<file path="config.mk">
export PLATFORM = sky130hd
export DESIGN_NAME = wrs_div
export DESIGN_NICKNAME = d
export VERILOG_FILES = /design/src/hdl/wrs_pkg.sv /design/src/hdl/wrs_div.sv
export SDC_FILE = /design/constraint.sdc
export NUM_CORES = 2
export LEC_CHECK = 0
export BUFFER_PORTS_ARGS = -buffer_cell sky130_fd_sc_hd__buf_2
export CAP_MARGIN = 20
export CORE_ASPECT_RATIO = 0.5
export CORE_MARGIN = 2
export CORE_UTILIZATION = 45
export DETAILED_ROUTE_END_ITERATION = 8
export PLACE_DENSITY = 0.72
export SYNTH_ARGS = -nofsm -noshare
export SYNTH_HDL_FRONTEND = slang
export SYNTH_SLANG_ARGS = --single-unit
</file>
<file path="constraint.sdc">
create_clock -name i_clk -period 10.8 [get_ports i_clk]
set_input_delay 1.08 -clock i_clk [delete_from_list [all_inputs] [get_ports i_clk]]
set_output_delay 1.08 -clock i_clk [all_outputs]
set_load 0.1 [all_outputs]
</file>
<file path="src/hdl/wrs_pkg.sv">
`timescale 1ns / 1ps
// ----------------------------------------------------------------------------
// wrs_pkg
// Widths, codes and shared types of the weighted reservoir sampler.
// ----------------------------------------------------------------------------
package wrs_pkg;

    localparam int FRACTION_BITS_DEF = 16;
    localparam int QUEUE_DEPTH_DEF   = 4;

    localparam int TAG_W   = 32;
    localparam int VAL_W   = 32;
    localparam int CNTIN_W = 16;
    localparam int DRAW_W  = 24;
    localparam int SUM_W   = 48;
    localparam int CNT_W   = 24;
    localparam int PROD_W  = 64;
    localparam int MODE_W  = 2;

    localparam int APB_W   = 32;
    localparam int PADDR_W = 3;

    localparam logic [SUM_W-1:0] SUM_MAX = '1;
    localparam logic [CNT_W-1:0] CNT_MAX = '1;
    localparam logic [VAL_W-1:0] VAL_MAX = '1;

    // merge_mode codes; the two unused codes behave as biased merge
    localparam logic [MODE_W-1:0] MODE_RAW      = 2'd0;
    localparam logic [MODE_W-1:0] MODE_UNBIASED = 2'd2;

    // register index, taken from paddr above the byte offset
    localparam logic [PADDR_W-3:0] REG_MERGE_MODE = 1'b0;

    // candidate as it arrives on the ports
    typedef struct packed {
        logic [TAG_W-1:0]   tag;
        logic [VAL_W-1:0]   wt;
        logic [VAL_W-1:0]   tgt;
        logic [VAL_W-1:0]   iw;
        logic [CNTIN_W-1:0] cnt;
        logic [DRAW_W-1:0]  draw;
        logic               last;
    } t_cand;

    // classified candidate: resampling weight and count increment resolved
    typedef struct packed {
        logic [TAG_W-1:0]   tag;
        logic [VAL_W-1:0]   tgt;
        logic [SUM_W-1:0]   w;
        logic [CNTIN_W-1:0] inc;
        logic [DRAW_W-1:0]  draw;
        logic               last;
    } t_item;

    typedef struct packed {
        logic             start;
        logic [SUM_W-1:0] sum;
        logic [CNT_W-1:0] n;
        logic [VAL_W-1:0] phat;
    } t_div_req;

    typedef struct packed {
        logic busy;
        logic done;
    } t_div_stat;

    typedef enum logic [2:0] {
        B_IDLE,
        B_ACC,
        B_DRAW,
        B_CMP,
        B_DIVGO,
        B_DIVWAIT,
        B_OUT
    } t_back_state;

    typedef enum logic [1:0] {
        DV_IDLE,
        DV_CHK,
        DV_RUN,
        DV_DONE
    } t_div_state;

endpackage

</file>
<file path="src/hdl/wrs_div.sv">
`timescale 1ns / 1ps
// ----------------------------------------------------------------------------
// wrs_div
// Contribution weight: weight sum over count times target, one bit a cycle.
// ----------------------------------------------------------------------------
module wrs_div #(
    parameter int FRACTION_BITS = wrs_pkg::FRACTION_BITS_DEF
) (
    input  logic                      i_clk,
    input  logic                      i_rst_n,
    input  wrs_pkg::t_div_req         i_req,
    output wrs_pkg::t_div_stat        o_stat,
    output logic [wrs_pkg::VAL_W-1:0] o_quot
);
    import wrs_pkg::*;

    localparam int D_W    = CNT_W + VAL_W;
    localparam int R_W    = D_W + 1;
    localparam int N_W    = SUM_W + FRACTION_BITS;
    localparam int CMP_W  = D_W + VAL_W - FRACTION_BITS;
    localparam int STEP_W = $clog2(VAL_W);

    t_div_state        r_state, n_state;
    logic [D_W-1:0]    r_d;
    logic [SUM_W-1:0]  r_sum;
    logic              r_n_zero, r_p_zero;
    logic [R_W-1:0]    r_r;
    logic [VAL_W-1:0]  r_l;
    logic [STEP_W-1:0] r_step;
    logic [N_W-1:0]    dividend;
    logic [CMP_W-1:0]  d_lim;
    logic              over;
    logic [R_W-1:0]    r_sh;
    logic              fits;

    assign dividend = N_W'(r_sum) << FRACTION_BITS;
    // quotient overflows 32 bits exactly when sum >= d * 2^(32-FRACTION_BITS)
    assign d_lim    = CMP_W'(r_d) << (VAL_W - FRACTION_BITS);
    assign over     = CMP_W'(r_sum) >= d_lim;
    assign r_sh     = {r_r[R_W-2:0], r_l[VAL_W-1]};
    assign fits     = r_sh >= R_W'(r_d);
    assign o_quot   = r_l;

    always_comb begin
        n_state = r_state;
        unique case (r_state)
            DV_IDLE: begin
                if (i_req.start) begin
                    n_state = DV_CHK;
                end
            end
            DV_CHK: begin
                n_state = (r_p_zero || r_n_zero || over) ? DV_DONE : DV_RUN;
            end
            DV_RUN: begin
                if (r_step == STEP_W'(VAL_W - 1)) begin
                    n_state = DV_DONE;
                end
            end
            DV_DONE: begin
                n_state = DV_IDLE;
            end
            default: begin
                n_state = DV_IDLE;
            end
        endcase
    end

    always_comb begin
        o_stat.busy = (r_state != DV_IDLE);
        o_stat.done = (r_state == DV_DONE);
    end

    always_ff @(posedge i_clk) begin
        if (!i_rst_n) begin
            r_state <= DV_IDLE;
        end else begin
            r_state <= n_state;
        end
    end

    always_ff @(posedge i_clk) begin
        unique case (r_state)
            DV_IDLE: begin
                if (i_req.start) begin
                    r_d      <= i_req.n * i_req.phat;
                    r_sum    <= i_req.sum;
                    r_n_zero <= (i_req.n == '0);
                    r_p_zero <= (i_req.phat == '0);
                end
            end
            DV_CHK: begin
                priority if (r_p_zero) begin
                    r_l <= '0;
                end else if (r_n_zero) begin
                    r_l <= (r_sum != '0) ? VAL_MAX : '0;
                end else if (over) begin
                    r_l <= VAL_MAX;
                end else begin
                    // high part is below the divisor once overflow is ruled out
                    r_r    <= R_W'(dividend >> VAL_W);
                    r_l    <= dividend[VAL_W-1:0];
                    r_step <= '0;
                end
            end
            DV_RUN: begin
                r_r    <= fits ? (r_sh - R_W'(r_d)) : r_sh;
                r_l    <= {r_l[VAL_W-2:0], fits};
                r_step <= r_step + 1'b1;
            end
            DV_DONE: begin
            end
            default: begin
            end
        endcase
    end

endmodule

</file>
# After elaboration in Yosys (flattened, before gate mapping)
# Index checks and enable logic that the tools add are counted.
# classes
n_addsub	2
n_mul	1
div_mod_pow	0
n_lt_le_gt_ge	2
n_eq_ne	9
shifts	0
n_mux	18
bitwise	0
n_reduce_logical	11
# ops
cell	count
two-way mux 56 bit	4
two-way mux 32 bit	4
one-hot mux 56 bit (2 select lines)	1
>= comparator 48 x 72 -> 1 bit	1
one-hot mux 32 bit (2 select lines)	1
>= comparator 57 x 56 -> 1 bit	1
multiplier 24 x 32 -> 56 bit	1
subtractor 56 bit	1
nonzero test 48 bit	1
logical NOT 32 bit	1
logical NOT 24 bit	1
two-way mux 5 bit	3
inequality test 2 bit, second input constant	5
one-hot mux 5 bit (2 select lines)	1
one-hot mux 2 bit (4 select lines)	1
adder 5 x 1 -> 5 bit, second input constant	1
equality test 5 bit, second input constant	1
equality test 2 bit, second input constant	2
two-way mux 2 bit	2
AND reduction 2 bit	2
AND reduction 4 bit	1
nonzero test 2 bit	2
equality test 2 x 1 -> 1 bit, second input constant	1
logical NOT 2 bit	1
other kinds (2)	3
# totals
register_bits	201
latch_bits	0
mem_bits_rw	0
rom_bits	0
in_bits	107
out_inout_bits	34
wordCells	51
mem_count	0

# Longest topological paths before layout
# depth
ltp_word	5
depth_mapped	28
ltp_nobuf	26

# Worst setup path before layout
# Ideal clock, no wire load.
# synth_path
path_type	input to register
startpoint	input port i_req[41] in the netlist's numbering
endpoint	register r_d[54], data pin
setup_time_ns	0.263
arrival_time_ns	7.387
t_required_ns	10.537
slack_ns	3.150
path_stages	26
path_buffers	2
path_cell_list	clkbuf_1 -> nand2_1 -> fa_1 -> fa_1 -> inv_1 -> fa_1 -> inv_1 -> fa_1 -> inv_1 -> fa_1 -> fa_1 -> inv_1 -> fa_1 -> inv_1 -> ha_1 -> clkbuf_1 -> nand2_1 -> nor2_1 -> nand4_1 -> a211o_1 -> a31oi_1 -> o41ai_2 -> and4_1 -> a211oi_1 -> a311oi_1 -> xnor2_1
# synth_via
elab_chain_cells	1
# synth_lines
element	line_no	source
start: declaration	wrs_div.sv:11	input wrs_pkg::t_div_req i_req,
multiplier 24 x 32 -> 56 bit	wrs_div.sv:86	r_d <= i_req.n * i_req.phat;
end signal: assignment	wrs_div.sv:86	
end: declaration	wrs_div.sv:24	logic [D_W-1:0] r_d;
# No other way between the ends.
# A chain may end at the register's enable or synchronous reset.

# Worst setup path in the final report
# layout_path
startpoint	input port i_req[35] in the netlist's numbering
endpoint	register r_d[48], data pin
# Same word-level chain as after synthesis.

==> impl_metrics.json <==
{
  "synth.distinct_cells": 80,
  "port_buffers": 140,
  "placed_cells": 4999,
  "crit_path_start_kind": "input pin",
  "synth_edf_count": 199,
  "vias": 27669,
  "rows": 74,
  "synth.avg_cell_area_sq_um": 9.31,
  "grt_pass1_wl_mm": 161,
  "max_freq_mhz": 120,
  "worstRegToRegCells": 12,
  "clock_latency_ns": 0.51,
  "design_area_sq_um": 38900,
  "period_share_pct": 77.1,
  "ys_ff_latch": 201,
  "relSlewSlack_pct": 34.6,
  "vias_per_cell": 5.49,
  "setup_violations": 0,
  "hold_class": "reg2reg",
  "reg2reg_to": "r_r[34]",
  "hold_depth": 2,
  "finalHoldViolations": 0,
  "tightest_slew_ns": 0.981,
  "fp.coreArea_sq_um": 81200,
  "dominantRegCellSynth": "edfxtp_1",
  "place.gp.congestion": 0.949,
  "area_delta_synth_final_pct": 5.79,
  "grt_util_all_layers_pct": 24.2,
  "htreeDepth": 1,
  "critical_path_arrival_ns": 8.57,
  "synth_cells": 3946,
  "ys_async_sr_fraction_pct": 0,
  "clk_pin_slew_ns": 0.06,
  "rsz0062_at_grt": "false",
  "overflow": 0,
  "io-pin-count": 141,
  "place.detailed.hpwl_mm": 75.0,
  "slew_violations": 0,
  "drive_above_1_share_pct": 5.38,
  "hold_path_end": "o_quot[19]",
  "crit_type": "in2reg",
  "clock_path_buffers": 3,
  "syn_area_sq_um": 36700,
  "antenna_found_initial": 4,
  "ctsResizeCount": 0,
  "cts_hold_buf": 0,
  "fp.dieW_microns": 408,
  "ant_nets": 0,
  "reg2reg_from": "r_d[32]",
  "post_drt_wl_per_cell_microns": 19.9,
  "final_nets": 4965,
  "yosysSeqAreaShare_pct": 16.4,
  "grt_pass1_vias": 28909,
  "finClkSkew_ns": 0.0152,
  "dieArea_sq_um": 84100,
  "cts_num_sinks": 201,
  "ctsRootBufferMaster": "clkbuf_16",
  "r2r_slack_ns": 6.12,
  "fin_setup_tns_ns": 0,
  "synth_nets": 4989,
  "tritoncts": "done",
  "mostFrequentLayoutCells": "814 x inv_1, 659 x fa_1, 518 x nand2_1, 387 x and2_1, 276 x ha_1",
  "pre_cts_slack_ns": 2.05,
  "yosysWarnings": 0,
  "start_util_pct": 45.2,
  "grt_max_degree": 66,
  "timing.final.ws_setup_ns": 2.47,
  "cp.required_ns": 11.04,
  "postPlaceCellArea_sq_um": 38100,
  "instances_no_fill": 5041,
  "drtIter0Drc": 2661,
  "end_kind": "flip-flop",
  "postCtsSetupBuffers": 0,
  "layout_commonest_cell": "inv_1",
  "crit_fanout": 33,
  "maxCapViolCount": 0,
  "cts_buffers": 23,
  "min_from": "o_quot[18]",
  "fill_cells": 7552,
  "status": "complete, no violations",
  "period_minus_slack_ns": 8.33,
  "dr.pass1.iters": 6,
  "drc": 0,
  "die_y_microns": 206,
  "drt_wl_total_mm": 100
}
critical path: stages:
cell     delay (ns)
buf_2          0.60
nand2_1        0.18
fa_1           0.58
inv_1          0.05
fa_1           0.51
inv_1          0.08
fa_1           0.51
fa_1           0.57
inv_1          0.08
fa_1           0.51
fa_1           0.54
inv_1          0.05
fa_1           0.53
inv_1          0.04
ha_1           0.39
a21o_1         0.19
a31oi_1        0.17
o31ai_1        0.08
a21oi_1        0.30
a31oi_1        0.26
a31o_2         0.33
a221o_1        0.32
a31o_2         0.25
a21oi_1        0.19
xnor2_1        0.11
Yosys cell counts, drive strengths merged (17+ instances only):
library cell    n  area, sq um
clkbuf        179          674
o21ai          69          349
mux2i          44          440
nand2         518         1940
nor2          121          454
and2          389         2430
a21o           79          593
o21bai         20          150
a21oi         153          781
fa            659        13200
nand4          31          194
nand3          34          170
inv           814         3060
buf            17          129
ha            277         3470
edfxtp        199         5980
nor4           32          200
and3           18          114
xnor2          71          622
xor2           33          289
a31oi          21          131
layout make-up:
cell class | instances | area, sq um | area share (%)
Sequential cell | 201 | 6020 | 15.5
Antenna cell | 1 | 2.50 | 0.00644
Tap cell | 1102 | 1380 | 3.55
Multi-Input combinational cell | 2734 | 26900 | 69.2
Clock buffer | 24 | 579 | 1.49
Clock inverter | 17 | 186 | 0.480
Timing Repair Buffer | 147 | 753 | 1.94
Inverter | 815 | 3060 | 7.87
worst max path at each step:
stage,startpoint,endpoint,slack (ns)
2_1_floorplan,i_req[41],r_d[54],3.15
3_3_place_gp,i_req[35],r_d[54],2.20
3_5_place_dp,i_req[35],r_d[48],2.05
4_1_cts,i_req[35],r_d[48],2.57
5_1_grt,i_req[35],r_d[54],2.07
6_report,i_req[35],r_d[48],2.47
state kept, by name, indices dropped and copies added, names as in the netlist:
signal and count:
r_sum 48, r_state 2, r_p_zero 1, o_quot 32
r_d 56, r_step 5, r_r 56, r_n_zero 1
metal layers:
layer	GRT usage (%)	up-vias	part of all wire, %
met3	5.59	199	11
li1	-	12233	-
met4	5.57	4	2.3
met5	0	-	0.021
met1	33.8	13832	43
met2	38.4	1401	44
metrics by stage:
| step | hold WS (ns) | util, % |
|---|---|---|
| after floorplan | 0.530 | - |
| after global routing | 0.588 | 47.8 |
| after CTS | 0.551 | 47.8 |
| final | 0.550 | 47.8 |
| after global placement | 0.533 | 46.9 |
| after detailed placement | 0.536 | 46.9 |
cell families (layout without fill, tap and decap cells):
family	Yosys count	count (layout)	synth area share, %
flip-flops	201	201	16.4
XOR/XNOR	104	104	2.48
adder cells (fa/ha/maj)	936	936	45.4
AO/OA/AOI/OAI	451	451	8.02
AND/OR/NAND/NOR	1196	1196	16.0
buffers and inverters	1011	1003	10.5
multiplexers	47	47	1.29
other	0	1	0
Power is not shown: default switching activity piles up to over one toggle a cycle in this logic, so the estimate is an artifact.
