## config.mk

```make
export PLATFORM = sky130hd
export DESIGN_NAME = wrs_front
export DESIGN_NICKNAME = d
export VERILOG_FILES = /design/src/hdl/wrs_pkg.sv /design/src/hdl/wrs_front.sv
export SDC_FILE = /design/constraint.sdc
export NUM_CORES = 2
export LEC_CHECK = 0
export BUFFER_PORTS_ARGS = -buffer_cell sky130_fd_sc_hd__clkbuf_2
export CAP_MARGIN = 20
export CELL_PAD_IN_SITES_DETAIL_PLACEMENT = 2
export CELL_PAD_IN_SITES_GLOBAL_PLACEMENT = 2
export CORE_ASPECT_RATIO = 1.2
export CORE_MARGIN = 10
export CORE_UTILIZATION = 28
export DETAILED_ROUTE_END_ITERATION = 8
export PLACE_DENSITY = 0.66
export SYNTH_ARGS = -nofsm -noshare
export SYNTH_HDL_FRONTEND = slang
export SYNTH_SLANG_ARGS = --single-unit
```

## constraint.sdc

```tcl
create_clock -name i_clk -period 20.4 [get_ports i_clk]
set_clock_uncertainty 0.1 [all_clocks]
set_input_delay 2.04 -clock i_clk [delete_from_list [all_inputs] [get_ports i_clk]]
set_output_delay 2.04 -clock i_clk [all_outputs]
set_load 0.01 [all_outputs]
```

## src/hdl/wrs_pkg.sv

```systemverilog
`timescale 1ns / 1ps
// ----------------------------------------------------------------------------
// wrs_pkg
// Widths, codes and shared types of the weighted reservoir sampler.
// ----------------------------------------------------------------------------
package wrs_pkg;

    localparam int FRACTION_BITS_DEF = 16;
    localparam int QUEUE_DEPTH_DEF   = 4;

    localparam int TAG_W   = 32;
    localparam int VAL_W   = 32;
    localparam int CNTIN_W = 16;
    localparam int DRAW_W  = 24;
    localparam int SUM_W   = 48;
    localparam int CNT_W   = 24;
    localparam int PROD_W  = 64;
    localparam int MODE_W  = 2;

    localparam int APB_W   = 32;
    localparam int PADDR_W = 3;

    localparam logic [SUM_W-1:0] SUM_MAX = '1;
    localparam logic [CNT_W-1:0] CNT_MAX = '1;
    localparam logic [VAL_W-1:0] VAL_MAX = '1;

    // merge_mode codes; the two unused codes behave as biased merge
    localparam logic [MODE_W-1:0] MODE_RAW      = 2'd0;
    localparam logic [MODE_W-1:0] MODE_UNBIASED = 2'd2;

    // register index, taken from paddr above the byte offset
    localparam logic [PADDR_W-3:0] REG_MERGE_MODE = 1'b0;

    // candidate as it arrives on the ports
    typedef struct packed {
        logic [TAG_W-1:0]   tag;
        logic [VAL_W-1:0]   wt;
        logic [VAL_W-1:0]   tgt;
        logic [VAL_W-1:0]   iw;
        logic [CNTIN_W-1:0] cnt;
        logic [DRAW_W-1:0]  draw;
        logic               last;
    } t_cand;

    // classified candidate: resampling weight and count increment resolved
    typedef struct packed {
        logic [TAG_W-1:0]   tag;
        logic [VAL_W-1:0]   tgt;
        logic [SUM_W-1:0]   w;
        logic [CNTIN_W-1:0] inc;
        logic [DRAW_W-1:0]  draw;
        logic               last;
    } t_item;

    typedef struct packed {
        logic             start;
        logic [SUM_W-1:0] sum;
        logic [CNT_W-1:0] n;
        logic [VAL_W-1:0] phat;
    } t_div_req;

    typedef struct packed {
        logic busy;
        logic done;
    } t_div_stat;

    typedef enum logic [2:0] {
        B_IDLE,
        B_ACC,
        B_DRAW,
        B_CMP,
        B_DIVGO,
        B_DIVWAIT,
        B_OUT
    } t_back_state;

    typedef enum logic [1:0] {
        DV_IDLE,
        DV_CHK,
        DV_RUN,
        DV_DONE
    } t_div_state;

endpackage

```

## src/hdl/wrs_front.sv

```systemverilog
`timescale 1ns / 1ps
// ----------------------------------------------------------------------------
// wrs_front
// Accepts candidates and works out their resampling weight and count step.
// ----------------------------------------------------------------------------
module wrs_front #(
    parameter int FRACTION_BITS = wrs_pkg::FRACTION_BITS_DEF
) (
    input  logic                        i_clk,
    input  logic                        i_rst_n,
    input  logic [wrs_pkg::MODE_W-1:0]  i_mode,
    input  logic                        i_push,
    output logic                        o_full,
    input  wrs_pkg::t_cand              i_cand,
    input  logic                        i_q_full,
    output logic                        o_q_push,
    output wrs_pkg::t_item              o_q_item
);
    import wrs_pkg::*;

    logic              r1_v, n1_v, r2_v, n2_v;
    t_cand             r1_cand, r2_cand;
    logic [PROD_W-1:0] r1_prod, r2_prod;
    logic              r2_psat;
    logic [PROD_W-1:0] prod_sh;
    logic              adv2, mv1, acc;
    logic [PROD_W-1:0] prod_in;

    assign prod_in = i_cand.tgt * i_cand.iw;
    assign prod_sh = r1_prod >> FRACTION_BITS;

    assign adv2   = r2_v && !i_q_full;
    assign mv1    = r1_v && (!r2_v || adv2);
    assign acc    = i_push && (!r1_v || mv1);
    assign o_full = r1_v && !mv1;

    always_comb begin
        n1_v = r1_v;
        if (acc) begin
            n1_v = 1'b1;
        end else if (mv1) begin
            n1_v = 1'b0;
        end
        n2_v = r2_v;
        if (mv1) begin
            n2_v = 1'b1;
        end else if (adv2) begin
            n2_v = 1'b0;
        end
    end

    always_ff @(posedge i_clk) begin
        if (!i_rst_n) begin
            r1_v <= 1'b0;
            r2_v <= 1'b0;
        end else begin
            r1_v <= n1_v;
            r2_v <= n2_v;
        end
    end

    always_ff @(posedge i_clk) begin
        if (acc) begin
            r1_cand <= i_cand;
            r1_prod <= prod_in;
        end
        if (mv1) begin
            r2_cand <= r1_cand;
            r2_psat <= |prod_sh[PROD_W-1:SUM_W];
            r2_prod <= prod_sh[SUM_W-1:0] * r1_cand.cnt;
        end
    end

    // classify: raw weight and unit step, or product weight and incoming count
    always_comb begin
        o_q_push      = r2_v;
        o_q_item.tag  = r2_cand.tag;
        o_q_item.tgt  = r2_cand.tgt;
        o_q_item.draw = r2_cand.draw;
        o_q_item.last = r2_cand.last;
        if (i_mode == MODE_RAW) begin
            o_q_item.w   = SUM_W'(r2_cand.wt);
            o_q_item.inc = CNTIN_W'(1);
        end else begin
            o_q_item.inc = r2_cand.cnt;
            if (r2_psat || (|r2_prod[PROD_W-1:SUM_W])) begin
                o_q_item.w = SUM_MAX;
            end else begin
                o_q_item.w = r2_prod[SUM_W-1:0];
            end
        end
    end

endmodule

```

# Word level (Yosys, flattened, before mapping)
# Cells that the tools add are included.
# op_classes
n_mux	6
n_mul	2
n_reduce_logical	14
# ops
cell	n
32-bit by 32-bit multiplier with 64-bit output	1
48-bit by 16-bit multiplier with 64-bit output	1
64-bit 2-to-1 mux	1
48-bit 2-to-1 mux	1
16-bit OR reduction	1
1-bit logical AND	4
1-bit logical NOT	4
1-bit 2-to-1 mux	4
2-bit nonzero test	2
2-bit logical NOT	1
1-bit logical OR	2
# word_totals
word_cells	38
output_inout_bits	155
ff_bits	404

# Longest topological paths before layout
# depth
ltp_word	7
mapped_depth	28
mapped_depth_nobuf	27

# Worst setup path after synthesis
# No wires, ideal clock.
# synth_path
path_kind	input-to-reg
startpoint	input i_q_full
endpoint	register r2_cand, in the netlist o_q_item[0], enable pin
required_time_ns	19.233
setup_ns	1.067
setup_slack_ns	2.712
cell_stages	1
arrival_ns	16.521
path_cell_list	a21boi_0
# synth_between
elab_chain_cells	4
# synth_lines
element	line	rtl
start, declared	wrs_front.sv:15	input logic i_q_full,
1-bit logical NOT	wrs_front.sv:32	assign adv2 = r2_v && !i_q_full;
1-bit logical AND	wrs_front.sv:32	
1-bit logical OR	wrs_front.sv:33	assign mv1 = r1_v && (!r2_v || adv2);
1-bit logical AND	wrs_front.sv:33	
end signal, assigned	wrs_front.sv:68	r2_cand <= r1_cand;
end, declared	wrs_front.sv:22	t_cand r1_cand, r2_cand;
# No other way between the ends.
# A chain may end at the register's enable or synchronous reset.

# Worst setup path after layout
# layout_path
startpoint	input i_cand[49] (netlist bit)
endpoint	register r1_prod[60], data pin
# layout_between
elab_chain_cells	1
# layout_lines
element	line	rtl
start, declared	wrs_front.sv:14	input wrs_pkg::t_cand i_cand,
32-bit by 32-bit multiplier with 64-bit output	wrs_front.sv:29	assign prod_in = i_cand.tgt * i_cand.iw;
via prod_in[60]	wrs_front.sv:27	logic [PROD_W-1:0] prod_in;
end signal, assigned	wrs_front.sv:65	r1_prod <= prod_in;
end, declared	wrs_front.sv:23	logic [PROD_W-1:0] r1_prod, r2_prod;
# The timed path passes the listed nets, and every way through them passes these cells.

==> metrics.md <==
| Metric | Value |
|---|---|
| Initial core utilization | 0.282 |
| Start point of the worst min-delay path | r1_cand[0] |
| Mapped Area | 0.0684 mm2 |
| Clock Path Buffers | 3 |
| Root buf cell | clkbuf_16 |
| Count of clock tree sinks | 388 |
| Area share of fa/ha/maj cells after synthesis | 0.522 |
| Final Routed Wirelength | approximately 240,000 um |
| Maximum Capacitance Violations | 0 |
| Final net count | a little under 9,000 |
| Number of cell instances on the worst register-to-register path | 24 |
| FF+latch area | 0.0116 mm2 |
| Post-synthesis simple-gate area fraction | 0.154 |
| Number of H-tree levels | 2 |
| Count of pins on the block boundary | 330 |
| Fraction of synthesized cell area taken by the top area cell type | 0.450 |
| R2R Path End | r2_prod[60] |
| Async S/R FF share, synth | 0 |
| Outcome | completed |
| Via Count | 47,435 |
| Number of filler instances in the final layout | 26,631 |
| Post-detail-place hpwl | about 180,000 um |
| Number of register bits inferred by synthesis | 388 |
| Total grt overflow | 0 |
| Main flop type after synthesis | edfxtp_1 |
| TritonCTS clock tree | built |
| Detailed-route wire length per cell | between 20 and 25 um |
| Setup total negative slack | 0 ns |
| Number of endpoints with negative hold slack in the final report | 0 |
| XOR/XNOR Fraction of Synth Area | 0.0140 |
| Highest clock frequency the design can meet | 94.7 MHz |
| # resized after CTS | 0 |
| Utilization after layout | 0.307 |
| CP Data Required Time | 20.78 ns |
| Most frequent standard cell in the layout excluding fill and tap cells | fa_1 |
| Worst Setup Path Type | in -> reg |
| Via count of the first global-routing pass | 57,837 |
| Number of placement rows | slightly below 200 |
| Net Count, Synth | 8,906 |
| Count of final setup violators | 0 |
| Vertical die dimension | 561 um |
| FF-to-FF Start | r1_cand[29] |
| Multiplexer area fraction after synthesis | 0 |
| Fraction of layout cells with a size suffix above 1 | 0.0764 |
| Detailed Routing Iterations Pass 1 | 5 |
| Minimum setup slack among reg-to-reg paths | between 10 and 15 ns |
| Post-synthesis sequential area ratio | 0.170 |
| Worst setup timing slack at the placement stage | 9.02 ns |
| Area fraction in compound gates after synthesis | 0.0292 |
| Area growth from synthesis to layout | 8.97% |
| Leading cell types in the layout, fill and taps excluded | 1,537 x fa_1, 1,483 x inv_1, 984 x nand2_1 |
| Die Wd | 471 um |
| Number of input and output port buffers inserted | 329 |
| Multi-input gate area in the final layout | 0.0493 mm2 |
| Initial antenna violation count | 8 |
| Number of enable flip-flop cells after synthesis | 386 |
| Crit end category | flop |
| Global-route wire length before repair | between 300,000 and 400,000 um |
| Largest cells by area after synthesis | fa_1 45%, edfxtp_1 17%, inv_1 8.1% |
| Number of remaining DRC errors | 0 |
| Clock input transition at the sequential cells of the worst setup and hold paths | 0.07 ns |
| Number of CTS-inserted buffers | 46 |
| Ratio of final minimum period to clock period | 0.517 |
| Critical-path maximum fanout | 32 |
| Classification of the worst-slack hold path | reg -> reg |
| Cells on Worst Hold Path | 0 |
| Unique masters post-synth | 60 |
| Vias per std cell | 4.71 |
| Arrival time at the worst endpoint | 10.93 ns |
| Number of warnings printed during yosys synthesis | 0 |
| Slew headroom | 0.255 |
| Floorplan die area | 0.265 mm2 |
| Transition time at the pin with the least slew margin | 1.12 ns |
| Instance count of the mapped netlist | 6,798 |
| All-Layer GR Usage | 0.178 |
| Min setup slack post-route | 9.84 ns |
| Max-slew violation count | 0 |
| Number of buffers inserted to repair setup after CTS | 0 |
| Clock latency reported for the late side of the worst-skew pair | 0.71 ns |
| Dominant combinational cell family by area after synthesis | adder cells |
| Pin count of the biggest net entering global routing | about 110 |
| Synthesized area per cell | 10.1 um2 |
| Startpoint types | input pin |
| Cell type with the largest total area after synthesis | fa_1 |
| Weighted congestion reported at the end of routability-driven placement | ~0.84 |
| RSZ-0062 raised after global routing | no |
| Post-detailed-route count of antenna-violating nets | 0 |
| Number of violations reported at the end of detailed-routing iteration 0 | 2,187 |
| Period minus WS final | 10.56 ns |
| Hold endpoint | o_q_item[0] |
| CTS hold repair buffers | 0 |
| Core region area | approximately 0.24 mm2 |
metal layers:
layer	part of all wire	wire [um]	track usage	vias to the layer above
li1	-	-	-	19976
met1	0.43	101000	0.225	26174
met2	0.51	122000	0.327	1003
met3	0.036	8430	0.0167	280
met4	0.024	5690	0.0427	2
met5	0.000055	13	0	-
state kept, by name (all words and copies together), names as in the netlist:
| name | cells |
|---|---|
| r1_cand | 137 |
| o_q_item | 89 |
| r2_prod | 64 |
| r1_prod | 48 |
| r2_cand | 48 |
| o_q_push | 1 |
| r1_v | 1 |
per-stage QoR:
step	hold WS (ns)	instance area, um2	cells
floorplan	0.300	68400	6798
detailed placement	0.306	72800	9988
global placement	0.301	72800	9988
CTS	0.316	74500	10073
global route	0.322	74500	10076
finish	0.311	74500	10078
Yosys cell counts, types with 5 or more instances:
cell type	count
nor4_1	5
a21oi_1	94
a211o_1	7
o21bai_1	6
clkbuf_1	343
xor2_1	42
nor3_1	47
and3_1	18
a21o_1	55
a21boi_0	8
nor2_1	138
ha_1	396
and2_1	876
buf_4	89
inv_1	1483
nor2b_1	19
nand2b_1	14
o21a_1	16
nand2_1	984
nand4_1	15
xnor2_1	67
edfxtp_1	386
nand3_1	23
fa_1	1537
a31oi_1	17
o21ai_0	43
a211oi_1	5
worst max-delay path, cell delays in order:
cell      delay (ns)
clkbuf_2        0.53
and2_1          0.39
fa_1            0.51
fa_1            0.60
inv_1           0.07
fa_1            0.56
fa_1            0.45
fa_1            0.56
inv_1           0.06
fa_1            0.45
fa_1            0.49
inv_1           0.05
fa_1            0.47
inv_1           0.05
ha_1            0.40
nand3_1         0.12
nor4_1          0.42
nand2_1         0.29
a211oi_2        0.64
o31ai_2         0.28
a31oi_1         0.39
o21a_1          0.30
nand4_1         0.18
a31oi_1         0.29
a21oi_1         0.12
xnor2_1         0.13
logic make-up after synthesis:
kind of cell / Yosys count
compound gates: 301
xor+xnor: 109
fa+ha+maj: 1933
buf+inv: 1917
flops: 388
simple gates: 2150
layout make-up:
cell class | instances | share of cell area
diodes | 3 | 0.000101
clock buffers | 52 | 0.0160
clock inverters | 33 | 0.00611
inverters | 1483 | 0.0747
multi-input cells | 4493 | 0.661
flip-flops and latches | 388 | 0.156
well taps | 3200 | 0.0537
repair buffers | 426 | 0.0324
worst max path at each step:
stage,start,to,cells after the start
4_1_cts,i_cand[49],r1_prod[60],26
5_1_grt,i_cand[56],r1_prod[60],26
2_1_floorplan,i_q_full,o_q_item[0],1
3_5_place_dp,i_cand[49],r1_prod[60],26
6_report,i_cand[49],r1_prod[60],26
3_3_place_gp,i_cand[49],r1_prod[60],26
Power is not shown: default switching activity piles up to over one toggle a cycle in this logic, so the estimate is an artifact.
