[src/hdl/wrs_pkg.sv]
`timescale 1ns / 1ps
// ----------------------------------------------------------------------------
// wrs_pkg
// Widths, codes and shared types of the weighted reservoir sampler.
// ----------------------------------------------------------------------------
package wrs_pkg;

    localparam int FRACTION_BITS_DEF = 16;
    localparam int QUEUE_DEPTH_DEF   = 4;

    localparam int TAG_W   = 32;
    localparam int VAL_W   = 32;
    localparam int CNTIN_W = 16;
    localparam int DRAW_W  = 24;
    localparam int SUM_W   = 48;
    localparam int CNT_W   = 24;
    localparam int PROD_W  = 64;
    localparam int MODE_W  = 2;

    localparam int APB_W   = 32;
    localparam int PADDR_W = 3;

    localparam logic [SUM_W-1:0] SUM_MAX = '1;
    localparam logic [CNT_W-1:0] CNT_MAX = '1;
    localparam logic [VAL_W-1:0] VAL_MAX = '1;

    // merge_mode codes; the two unused codes behave as biased merge
    localparam logic [MODE_W-1:0] MODE_RAW      = 2'd0;
    localparam logic [MODE_W-1:0] MODE_UNBIASED = 2'd2;

    // register index, taken from paddr above the byte offset
    localparam logic [PADDR_W-3:0] REG_MERGE_MODE = 1'b0;

    // candidate as it arrives on the ports
    typedef struct packed {
        logic [TAG_W-1:0]   tag;
        logic [VAL_W-1:0]   wt;
        logic [VAL_W-1:0]   tgt;
        logic [VAL_W-1:0]   iw;
        logic [CNTIN_W-1:0] cnt;
        logic [DRAW_W-1:0]  draw;
        logic               last;
    } t_cand;

    // classified candidate: resampling weight and count increment resolved
    typedef struct packed {
        logic [TAG_W-1:0]   tag;
        logic [VAL_W-1:0]   tgt;
        logic [SUM_W-1:0]   w;
        logic [CNTIN_W-1:0] inc;
        logic [DRAW_W-1:0]  draw;
        logic               last;
    } t_item;

    typedef struct packed {
        logic             start;
        logic [SUM_W-1:0] sum;
        logic [CNT_W-1:0] n;
        logic [VAL_W-1:0] phat;
    } t_div_req;

    typedef struct packed {
        logic busy;
        logic done;
    } t_div_stat;

    typedef enum logic [2:0] {
        B_IDLE,
        B_ACC,
        B_DRAW,
        B_CMP,
        B_DIVGO,
        B_DIVWAIT,
        B_OUT
    } t_back_state;

    typedef enum logic [1:0] {
        DV_IDLE,
        DV_CHK,
        DV_RUN,
        DV_DONE
    } t_div_state;

endpackage

[src/hdl/wrs_back.sv]
`timescale 1ns / 1ps
// ----------------------------------------------------------------------------
// wrs_back
// Reservoir update, draw decision and result register.
// ----------------------------------------------------------------------------
module wrs_back (
    input  logic                        i_clk,
    input  logic                        i_rst_n,
    input  logic [wrs_pkg::MODE_W-1:0]  i_mode,
    input  logic                        i_q_empty,
    output logic                        o_q_pop,
    input  wrs_pkg::t_item              i_q_item,
    output wrs_pkg::t_div_req           o_div_req,
    input  wrs_pkg::t_div_stat          i_div_stat,
    input  logic [wrs_pkg::VAL_W-1:0]   i_div_quot,
    input  logic                        i_out_pop,
    output logic                        o_out_valid,
    output logic [wrs_pkg::TAG_W-1:0]   o_chosen_sample,
    output logic [wrs_pkg::VAL_W-1:0]   o_chosen_target,
    output logic [wrs_pkg::VAL_W-1:0]   o_contribution_weight,
    output logic [wrs_pkg::CNT_W-1:0]   o_total_count
);
    import wrs_pkg::*;

    localparam int PHI_W = SUM_W + 1;
    localparam int PLO_W = 2 * DRAW_W;
    localparam int ACC_W = SUM_W + 2;

    t_back_state      r_state, n_state;
    t_item            r_cur;
    logic [SUM_W-1:0] r_wsum, n_wsum;
    logic [CNT_W-1:0] r_cnt, n_cnt, r_pos, n_pos;
    logic [TAG_W-1:0] r_held_tag;
    logic [VAL_W-1:0] r_held_tgt;
    logic [PHI_W-1:0] r_phi;
    logic [PLO_W-1:0] r_plo;
    logic             r_out_valid;
    logic [TAG_W-1:0] r_out_tag;
    logic [VAL_W-1:0] r_out_tgt, r_out_cw;
    logic [CNT_W-1:0] r_out_cnt;

    logic [SUM_W:0]   sum_add;
    logic [CNT_W:0]   cnt_add, pos_add;
    logic [SUM_W:0]   s_inc;
    logic [ACC_W-1:0] draw_acc, w_lim;
    logic             take;
    logic             out_free;

    assign sum_add = {1'b0, r_wsum} + (SUM_W + 1)'(r_cur.w);
    assign cnt_add = {1'b0, r_cnt} + (CNT_W + 1)'(r_cur.inc);
    assign pos_add = {1'b0, r_pos} + (CNT_W + 1)'(r_cur.inc);
    assign n_wsum  = sum_add[SUM_W] ? SUM_MAX : sum_add[SUM_W-1:0];
    assign n_cnt   = cnt_add[CNT_W] ? CNT_MAX : cnt_add[CNT_W-1:0];
    assign n_pos   = pos_add[CNT_W] ? CNT_MAX : pos_add[CNT_W-1:0];

    // draw * (sum + 1) split at the draw's fraction point
    assign s_inc    = {1'b0, r_wsum} + 1'b1;
    assign draw_acc = ACC_W'(r_phi) + ACC_W'(r_plo[PLO_W-1:DRAW_W]);
    assign w_lim    = ACC_W'(r_cur.w) + 1'b1;
    assign take     = draw_acc < w_lim;

    assign out_free = !r_out_valid || i_out_pop;

    always_comb begin
        n_state = r_state;
        unique case (r_state)
            B_IDLE: begin
                if (!i_q_empty) begin
                    n_state = B_ACC;
                end
            end
            B_ACC: begin
                n_state = B_DRAW;
            end
            B_DRAW: begin
                n_state = B_CMP;
            end
            B_CMP: begin
                n_state = r_cur.last ? B_DIVGO : B_IDLE;
            end
            B_DIVGO: begin
                if (!i_div_stat.busy) begin
                    n_state = B_DIVWAIT;
                end
            end
            B_DIVWAIT: begin
                if (i_div_stat.done) begin
                    n_state = B_OUT;
                end
            end
            B_OUT: begin
                if (out_free) begin
                    n_state = B_IDLE;
                end
            end
            default: begin
                n_state = B_IDLE;
            end
        endcase
    end

    always_comb begin
        o_q_pop         = (r_state == B_IDLE);
        o_div_req.start = (r_state == B_DIVGO) && !i_div_stat.busy;
        o_div_req.sum   = r_wsum;
        o_div_req.n     = (i_mode == MODE_UNBIASED) ? r_pos : r_cnt;
        o_div_req.phat  = r_held_tgt;
    end

    always_ff @(posedge i_clk) begin
        if (!i_rst_n) begin
            r_state     <= B_IDLE;
            r_wsum      <= '0;
            r_cnt       <= '0;
            r_pos       <= '0;
            r_held_tag  <= '0;
            r_held_tgt  <= '0;
            r_out_valid <= 1'b0;
        end else begin
            r_state <= n_state;
            if (r_state == B_ACC) begin
                r_wsum <= n_wsum;
                r_cnt  <= n_cnt;
                if (r_cur.tgt != '0) begin
                    r_pos <= n_pos;
                end
            end
            if ((r_state == B_CMP) && take) begin
                r_held_tag <= r_cur.tag;
                r_held_tgt <= r_cur.tgt;
            end
            if ((r_state == B_OUT) && out_free) begin
                r_wsum      <= '0;
                r_cnt       <= '0;
                r_pos       <= '0;
                r_held_tag  <= '0;
                r_held_tgt  <= '0;
                r_out_valid <= 1'b1;
            end else if (i_out_pop) begin
                r_out_valid <= 1'b0;
            end
        end
    end

    always_ff @(posedge i_clk) begin
        if ((r_state == B_IDLE) && !i_q_empty) begin
            r_cur <= i_q_item;
        end
        if (r_state == B_DRAW) begin
            r_phi <= r_cur.draw * s_inc[SUM_W:DRAW_W];
            r_plo <= r_cur.draw * s_inc[DRAW_W-1:0];
        end
        if ((r_state == B_OUT) && out_free) begin
            r_out_tag <= r_held_tag;
            r_out_tgt <= r_held_tgt;
            r_out_cw  <= i_div_quot;
            r_out_cnt <= r_cnt;
        end
    end

    assign o_out_valid           = r_out_valid;
    assign o_chosen_sample       = r_out_tag;
    assign o_chosen_target       = r_out_tgt;
    assign o_contribution_weight = r_out_cw;
    assign o_total_count         = r_out_cnt;

endmodule

[config.mk]
export PLATFORM = sky130hd
export DESIGN_NAME = wrs_back
export DESIGN_NICKNAME = d
export VERILOG_FILES = /design/src/hdl/wrs_pkg.sv /design/src/hdl/wrs_back.sv
export SDC_FILE = /design/constraint.sdc
export NUM_CORES = 2
export LEC_CHECK = 0
export CAP_MARGIN = 20
export CORE_ASPECT_RATIO = 0.7
export CORE_MARGIN = 8
export CORE_UTILIZATION = 30
export CTS_CLUSTER_DIAMETER = 30
export DETAILED_ROUTE_END_ITERATION = 12
export DONT_BUFFER_PORTS = 1
export PLACE_DENSITY_LB_ADDON = 0.08
export SYNTH_ARGS = -nofsm -noshare
export SYNTH_HDL_FRONTEND = slang
export SYNTH_SLANG_ARGS = --single-unit
[constraint.sdc]
create_clock -name i_clk -period 21.1 [get_ports i_clk]
set_input_delay 4.22 -clock i_clk [delete_from_list [all_inputs] [get_ports i_clk]]
set_output_delay 4.22 -clock i_clk [all_outputs]
set_load 0.1 [all_outputs]
* Yosys cells after proc, flatten, opt, wreduce, memory -nomap -nowiden
Index checks and enable logic that the tools add are counted.
Operators by class: multipliers 2, equal/unequal tests 11, order comparisons 1, reductions and logical operators 14, muxes and demuxes 12, bitwise logic cells 1, add/sub/neg operators 6
Operators by type and width (number):
- adder 48 x 1 -> 49 bit (second input constant) | 2
- two-way mux 24 bit | 3
- adder 24 x 16 -> 25 bit | 2
- adder 49 x 24 -> 50 bit | 1
- < comparator 50 x 49 -> 1 bit | 1
- adder 48 x 48 -> 49 bit | 1
- multiplier 24 x 25 -> 49 bit | 1
- multiplier 24 x 24 -> 48 bit | 1
- two-way mux 48 bit | 1
- nonzero test 32 bit | 1
- one-hot mux 3 bit (7 select lines) | 1
- two-way mux 3 bit | 5
- equality test 3 bit (second input constant) | 3
- != test 2 bit (second input constant) | 4
- equality test 3 x 2 -> 1 bit (second input constant) | 2
- logical AND 1 bit | 4
- AND reduction 4 bit | 1
- equality test 3 x 1 -> 1 bit (second input constant) | 1
- logical NOT 1 bit | 3
- logical NOT 3 bit | 1
- equality test 2 bit (second input constant) | 1
- two-way mux 1 bit | 2
- AND reduction 2 bit | 1
- nonzero test 2 bit | 1
- other kinds (3) | 3
Word-level totals: flip-flop bits (word level) 534, output and inout bits 227, word-level logic and storage cells 66, bits of input ports 193

* Depth between registers and ports, before layout
depth in word-level cells 4, gate-level depth with buffers 37, mapped depth without buffers 34

* Worst setup path after synthesis
OpenSTA, ideal clock, no wires.
path kind input to register, start input port i_q_empty, end register r_cur[0] (netlist name) (enable), slack 1482 ps, data required time 20060 ps, library setup time 1040 ps, stages 1, arrival time 18578 ps, buffers on the path 0, path through nor4_1
Between the ends: longest elaborated chain between the ends 2
Ends and longest elaborated chain:
- start, declared | RTL line wrs_back.sv:10 | input logic i_q_empty,
- logical NOT 1 bit | RTL line wrs_back.sv:146 | if ((r_state == B_IDLE) && !i_q_empty) begin
- logical AND 1 bit | RTL line wrs_back.sv:146
- end signal, assigned | RTL line wrs_back.sv:147 | r_cur <= i_q_item;
- end, declared | RTL line wrs_back.sv:30 | t_item r_cur;
Every way passes these cells. A chain may end at the register's enable or synchronous reset.

* Final worst setup path
start register r_wsum[0], end register r_phi[46] (data pin)
Between the ends: longest elaborated chain between the ends 2
Ends and longest elaborated chain:
- start, declared | RTL line wrs_back.sv:31 | logic [SUM_W-1:0] r_wsum, n_wsum;
- start signal, assigned | RTL line wrs_back.sv:122 | r_wsum <= n_wsum;
- adder 48 x 1 -> 49 bit | RTL line wrs_back.sv:57 | assign s_inc = {1'b0, r_wsum} + 1'b1;
- multiplier 24 x 25 -> 49 bit | RTL line wrs_back.sv:150 | r_phi <= r_cur.draw * s_inc[SUM_W:DRAW_W];
- end signal, assigned | RTL line wrs_back.sv:150
- end, declared | RTL line wrs_back.sv:35 | logic [PHI_W-1:0] r_phi;
Every way passes these cells.

==> impl_metrics.yaml <==
place:
  numPortBuffers: 0
  dp_slack_ns: 10.35
  routabilityCongestion: 0.818
  numPlacedInstances: 9047
  dp_hpwl_microns: 165000
route:
  detail-route-antenna-nets: 0
  post_drt_via_cell_ratio: 4.78
  routed_wire_length_per_instance_microns: 23.2
  detailroute.via_count: 44422
  detail_route.wirelength_microns: 215000
  dr.pass1.iters: 5
  drt_drc_violations_left: 0
  drt_first_iter_violations: 3026
logic_synthesis:
  yosys.area_share.adder_pct: 41.8
  yosys_register_bits: 510
  synth_xor_area_share_pct: 3.90
  async_flop_share_pct: 0
  synth_simple_gate_area_share_pct: 15.1
  netlist_instances: 6425
  synth.top_cell.area_share_pct: 31.8
  mean_post_synth_cell_area_sq_um: 9.69
  synth_compound_area_share_pct: 7.83
  synth_fp_nets: 8106
  synth.yosys.warnings: 0
  synth.yosys.seq_area_share_pct: 22.0
  synthTopCellsByCount: "sky130_fd_sc_hd__inv_1, sky130_fd_sc_hd__fa_1, sky130_fd_sc_hd__nand2_1, sky130_fd_sc_hd__ha_1, sky130_fd_sc_hd__and2_1"
  synth_area_sq_mm: 0.0622
  synth-main-ff-cell: "sky130_fd_sc_hd__edfxtp_1"
  yosys-top-cells-area: "sky130_fd_sc_hd__fa_1, sky130_fd_sc_hd__edfxtp_1, sky130_fd_sc_hd__ha_1, sky130_fd_sc_hd__inv_1, sky130_fd_sc_hd__nand2_1"
  post-synth-top-area-cell: "sky130_fd_sc_hd__fa_1"
  multiplexer_share_of_the_synthesized_area_pct: 0.579
  synth.most_common_cell: "sky130_fd_sc_hd__inv_1"
  number_of_enable_type_register_cells_in_the_synthesized_netlist: 346
  synth_top_family_by_area: "adder cells"
  netlist-cell-type-count: 96
floorplanning:
  dieArea_sq_mm: 0.222
  initial_util_pct: 30.1
  placementRows: 140
  floorplan_core_area_sq_mm: 0.207
  die_height_microns: 397
  pin_count: 420
  die_width_microns: 560
critical_path:
  end_kind: "flop"
  critPathRequiredTime_ns: 21.55
  timing_worst_setup_path_type: "reg -> reg"
  critical_path.startpoint_type: "flop"
  critical-path-top-cell-by-count: "sky130_fd_sc_hd__fa_1"
  arrival_ns: 11.18
  critPathMaxStageDelay_ns: 0.70
  critical-path-slowest-cell: "sky130_fd_sc_hd__dfxtp_2"
  timing.critical_path.fanout_max: 25
sta:
  worst_slew_pin_slew_ns: 1.19
  timing.final.crit_share_pct: 50.8
  finClkSkew_ns: 0.0878
  max_freq_ghz: 0.0932
  setup_total_negative_slack_ns: 0
  grt_setup_unrepaired: "no"
  report.final.slew_viol_count: 0
  count_of_final_setup_violators: 0
  hold_viol: 0
  setup_slack_ns: 10.37
  period_minus_slack_ns: 10.73
  normalized_max_slew_margin_pct: 20.4
pwr:
  static_leakage_uw: 0.0322
  power_frac_clock_pct: 19.4
  power.internal_uw: 5660
  power_density_mw_per_mm2: 156
  seqPwrFrac_pct: 13.6
  largest_vdd_supply_drop_mv: 0.231
  switching_share_pct: 48.8
  logic_gate_share_of_total_power_pct: 67.1
  net-switching-power_uw: 5390
job:
  max_cap_viol_count: 0
clock_tree:
  clk_pin_slew_worst_paths_ns: 0.04
  cts.root.buffer_cell: "sky130_fd_sc_hd__clkbuf_16"
  hold_buffers: 0
  worstSkewPairLatency_ns: 0.78
  h_tree_lvls: 4
  tritoncts.num_buffers: 140
  maximum_number_of_buffers_from_clock_root_to_sink: 4
  tritoncts_clock_tree: "done"
  postCtsSetupBuffers: 0
  clock_sink_count: 510
  post_cts.resized_instances: 0
outcome:
  run_status: "finished clean"
global_route:
  global_route.overflow_total: 0
  first_global_vias: 45927
  grt_antenna_before_repair: 28
  grt_pass1_wl_microns: 320000
  grt_usage_pct: 19.2
  pin_count_of_the_biggest_net_entering_global_routing: 101
min_path:
  hold_path.class: "reg -> reg"
layout:
  fin_cells: 9303
  final_layout_size_suffix_gt1_share_pct: 7.66
  fillers: 21166
  syn2layout_area_growth_pct: 13.7
  fin_nets: 8102
==> cell usage in the layout, fill, tap and decap left out, types with 24 or more instances in the layout <==
cell / count
sky130_fd_sc_hd__fa_1: 989
sky130_fd_sc_hd__inv_1: 1126
sky130_fd_sc_hd__xor2_1: 113
sky130_fd_sc_hd__dfxtp_1: 162
sky130_fd_sc_hd__nand4_1: 48
sky130_fd_sc_hd__xnor2_1: 114
sky130_fd_sc_hd__buf_4: 152
sky130_fd_sc_hd__a21o_1: 118
sky130_fd_sc_hd__nand3_1: 147
sky130_fd_sc_hd__o21a_1: 24
sky130_fd_sc_hd__clkbuf_16: 144
sky130_fd_sc_hd__nand2b_1: 28
sky130_fd_sc_hd__o21ai_0: 133
sky130_fd_sc_hd__nand2_1: 888
sky130_fd_sc_hd__o21ai_1: 86
sky130_fd_sc_hd__nor2_1: 127
sky130_fd_sc_hd__a21oi_1: 233
sky130_fd_sc_hd__mux2_2: 24
sky130_fd_sc_hd__xnor2_2: 29
sky130_fd_sc_hd__nor2b_1: 45
sky130_fd_sc_hd__nor3_1: 29
sky130_fd_sc_hd__a31oi_1: 24
sky130_fd_sc_hd__edfxtp_1: 346
sky130_fd_sc_hd__and3_1: 46
sky130_fd_sc_hd__ha_1: 499
sky130_fd_sc_hd__and2_1: 482
==> sequential cells by signal, summed over array words and instances, names as in the netlist <==
register and flops:
r_held_tag 32, r_held_tgt 32, r_wsum 48, o_contribution_weight 32, o_chosen_target 32, r_cnt 24
r_cur 153, o_out_valid 1, r_pos 24, o_chosen_sample 32, r_state 3, r_phi 49
o_total_count 24, r_plo 24
==> layer usage <==
metal,vias to the layer above,part of all wire [%],track usage (%)
met2,1036,42,28.3
met5,-,0.0042,0
met3,184,5.7,3.26
met4,2,1.7,3.47
li1,20361,-,-
met1,22839,51,29.6
==> critical path: cells and delay by family (launching register included) <==
family / cells / cell delay (ns)
adder cells (fa/ha/maj): 9 / 4.24
multiplexers: 1 / 0.25
flip-flops: 1 / 0.70
AND/OR/NAND/NOR: 7 / 1.92
AO/OA/AOI/OAI: 7 / 1.83
XOR/XNOR: 1 / 0.14
buffers and inverters: 9 / 1.31
==> through the flow <==
step / hold WS, ns / utilization (%) / power, uW / instance area [sq um]
after floorplan: 0.408 / - / 6550 / 62200
after global placement: 0.413 / 31.9 / 9070 / 66100
after detailed placement: 0.414 / 31.9 / 9020 / 66100
after CTS: 0.396 / 34.2 / 11300 / 70700
after global routing: 0.416 / 34.2 / 12100 / 70700
final: 0.395 / 34.2 / 11000 / 70700
==> final timing paths <==
path                                     start             endpoint  slack (ns)  depth (start not counted)
worst max register to register       r_wsum[0]            r_phi[46]       10.37                         34
worst min register to register  r_held_tag[15]  o_chosen_sample[15]        0.40                          0
worst max-delay path                 r_wsum[0]            r_phi[46]       10.37                         34
worst min-delay path            r_held_tag[15]  o_chosen_sample[15]        0.40                          0
==> layout make-up <==
type | instances | area [sq um] | share of cell area [%]
well taps | 2769 | 3460 | 4.90
diodes | 10 | 25.0 | 0.0354
flip-flops and latches | 510 | 13700 | 19.3
clock buffers | 165 | 3710 | 5.24
inverters | 1126 | 4230 | 5.97
multi-input cells | 4488 | 43500 | 61.5
clock inverters | 80 | 936 | 1.32
repair buffers | 155 | 1190 | 1.69
==> kinds of logic after synthesis <==
family / after synthesis
AOI/OAI and AO/OA: 772
xor gates and xnor gates: 273
adders and majority gates: 1488
buffers and inverters: 1427
DFF: 510
muxes: 33
and+or+nand+nor: 1922
==> power by group through the flow <==
stage	registers (uW)	clock network (uW)	logic, uW
6_report	1500	2140	7410
5_1_grt	1510	2250	8390
3_3_place_gp	1520	0	7550
4_1_cts	1500	2210	7590
3_5_place_dp	1510	0	7500
2_1_floorplan	1580	0	4970
No activity file was read; power rests on OpenSTA's default activity.
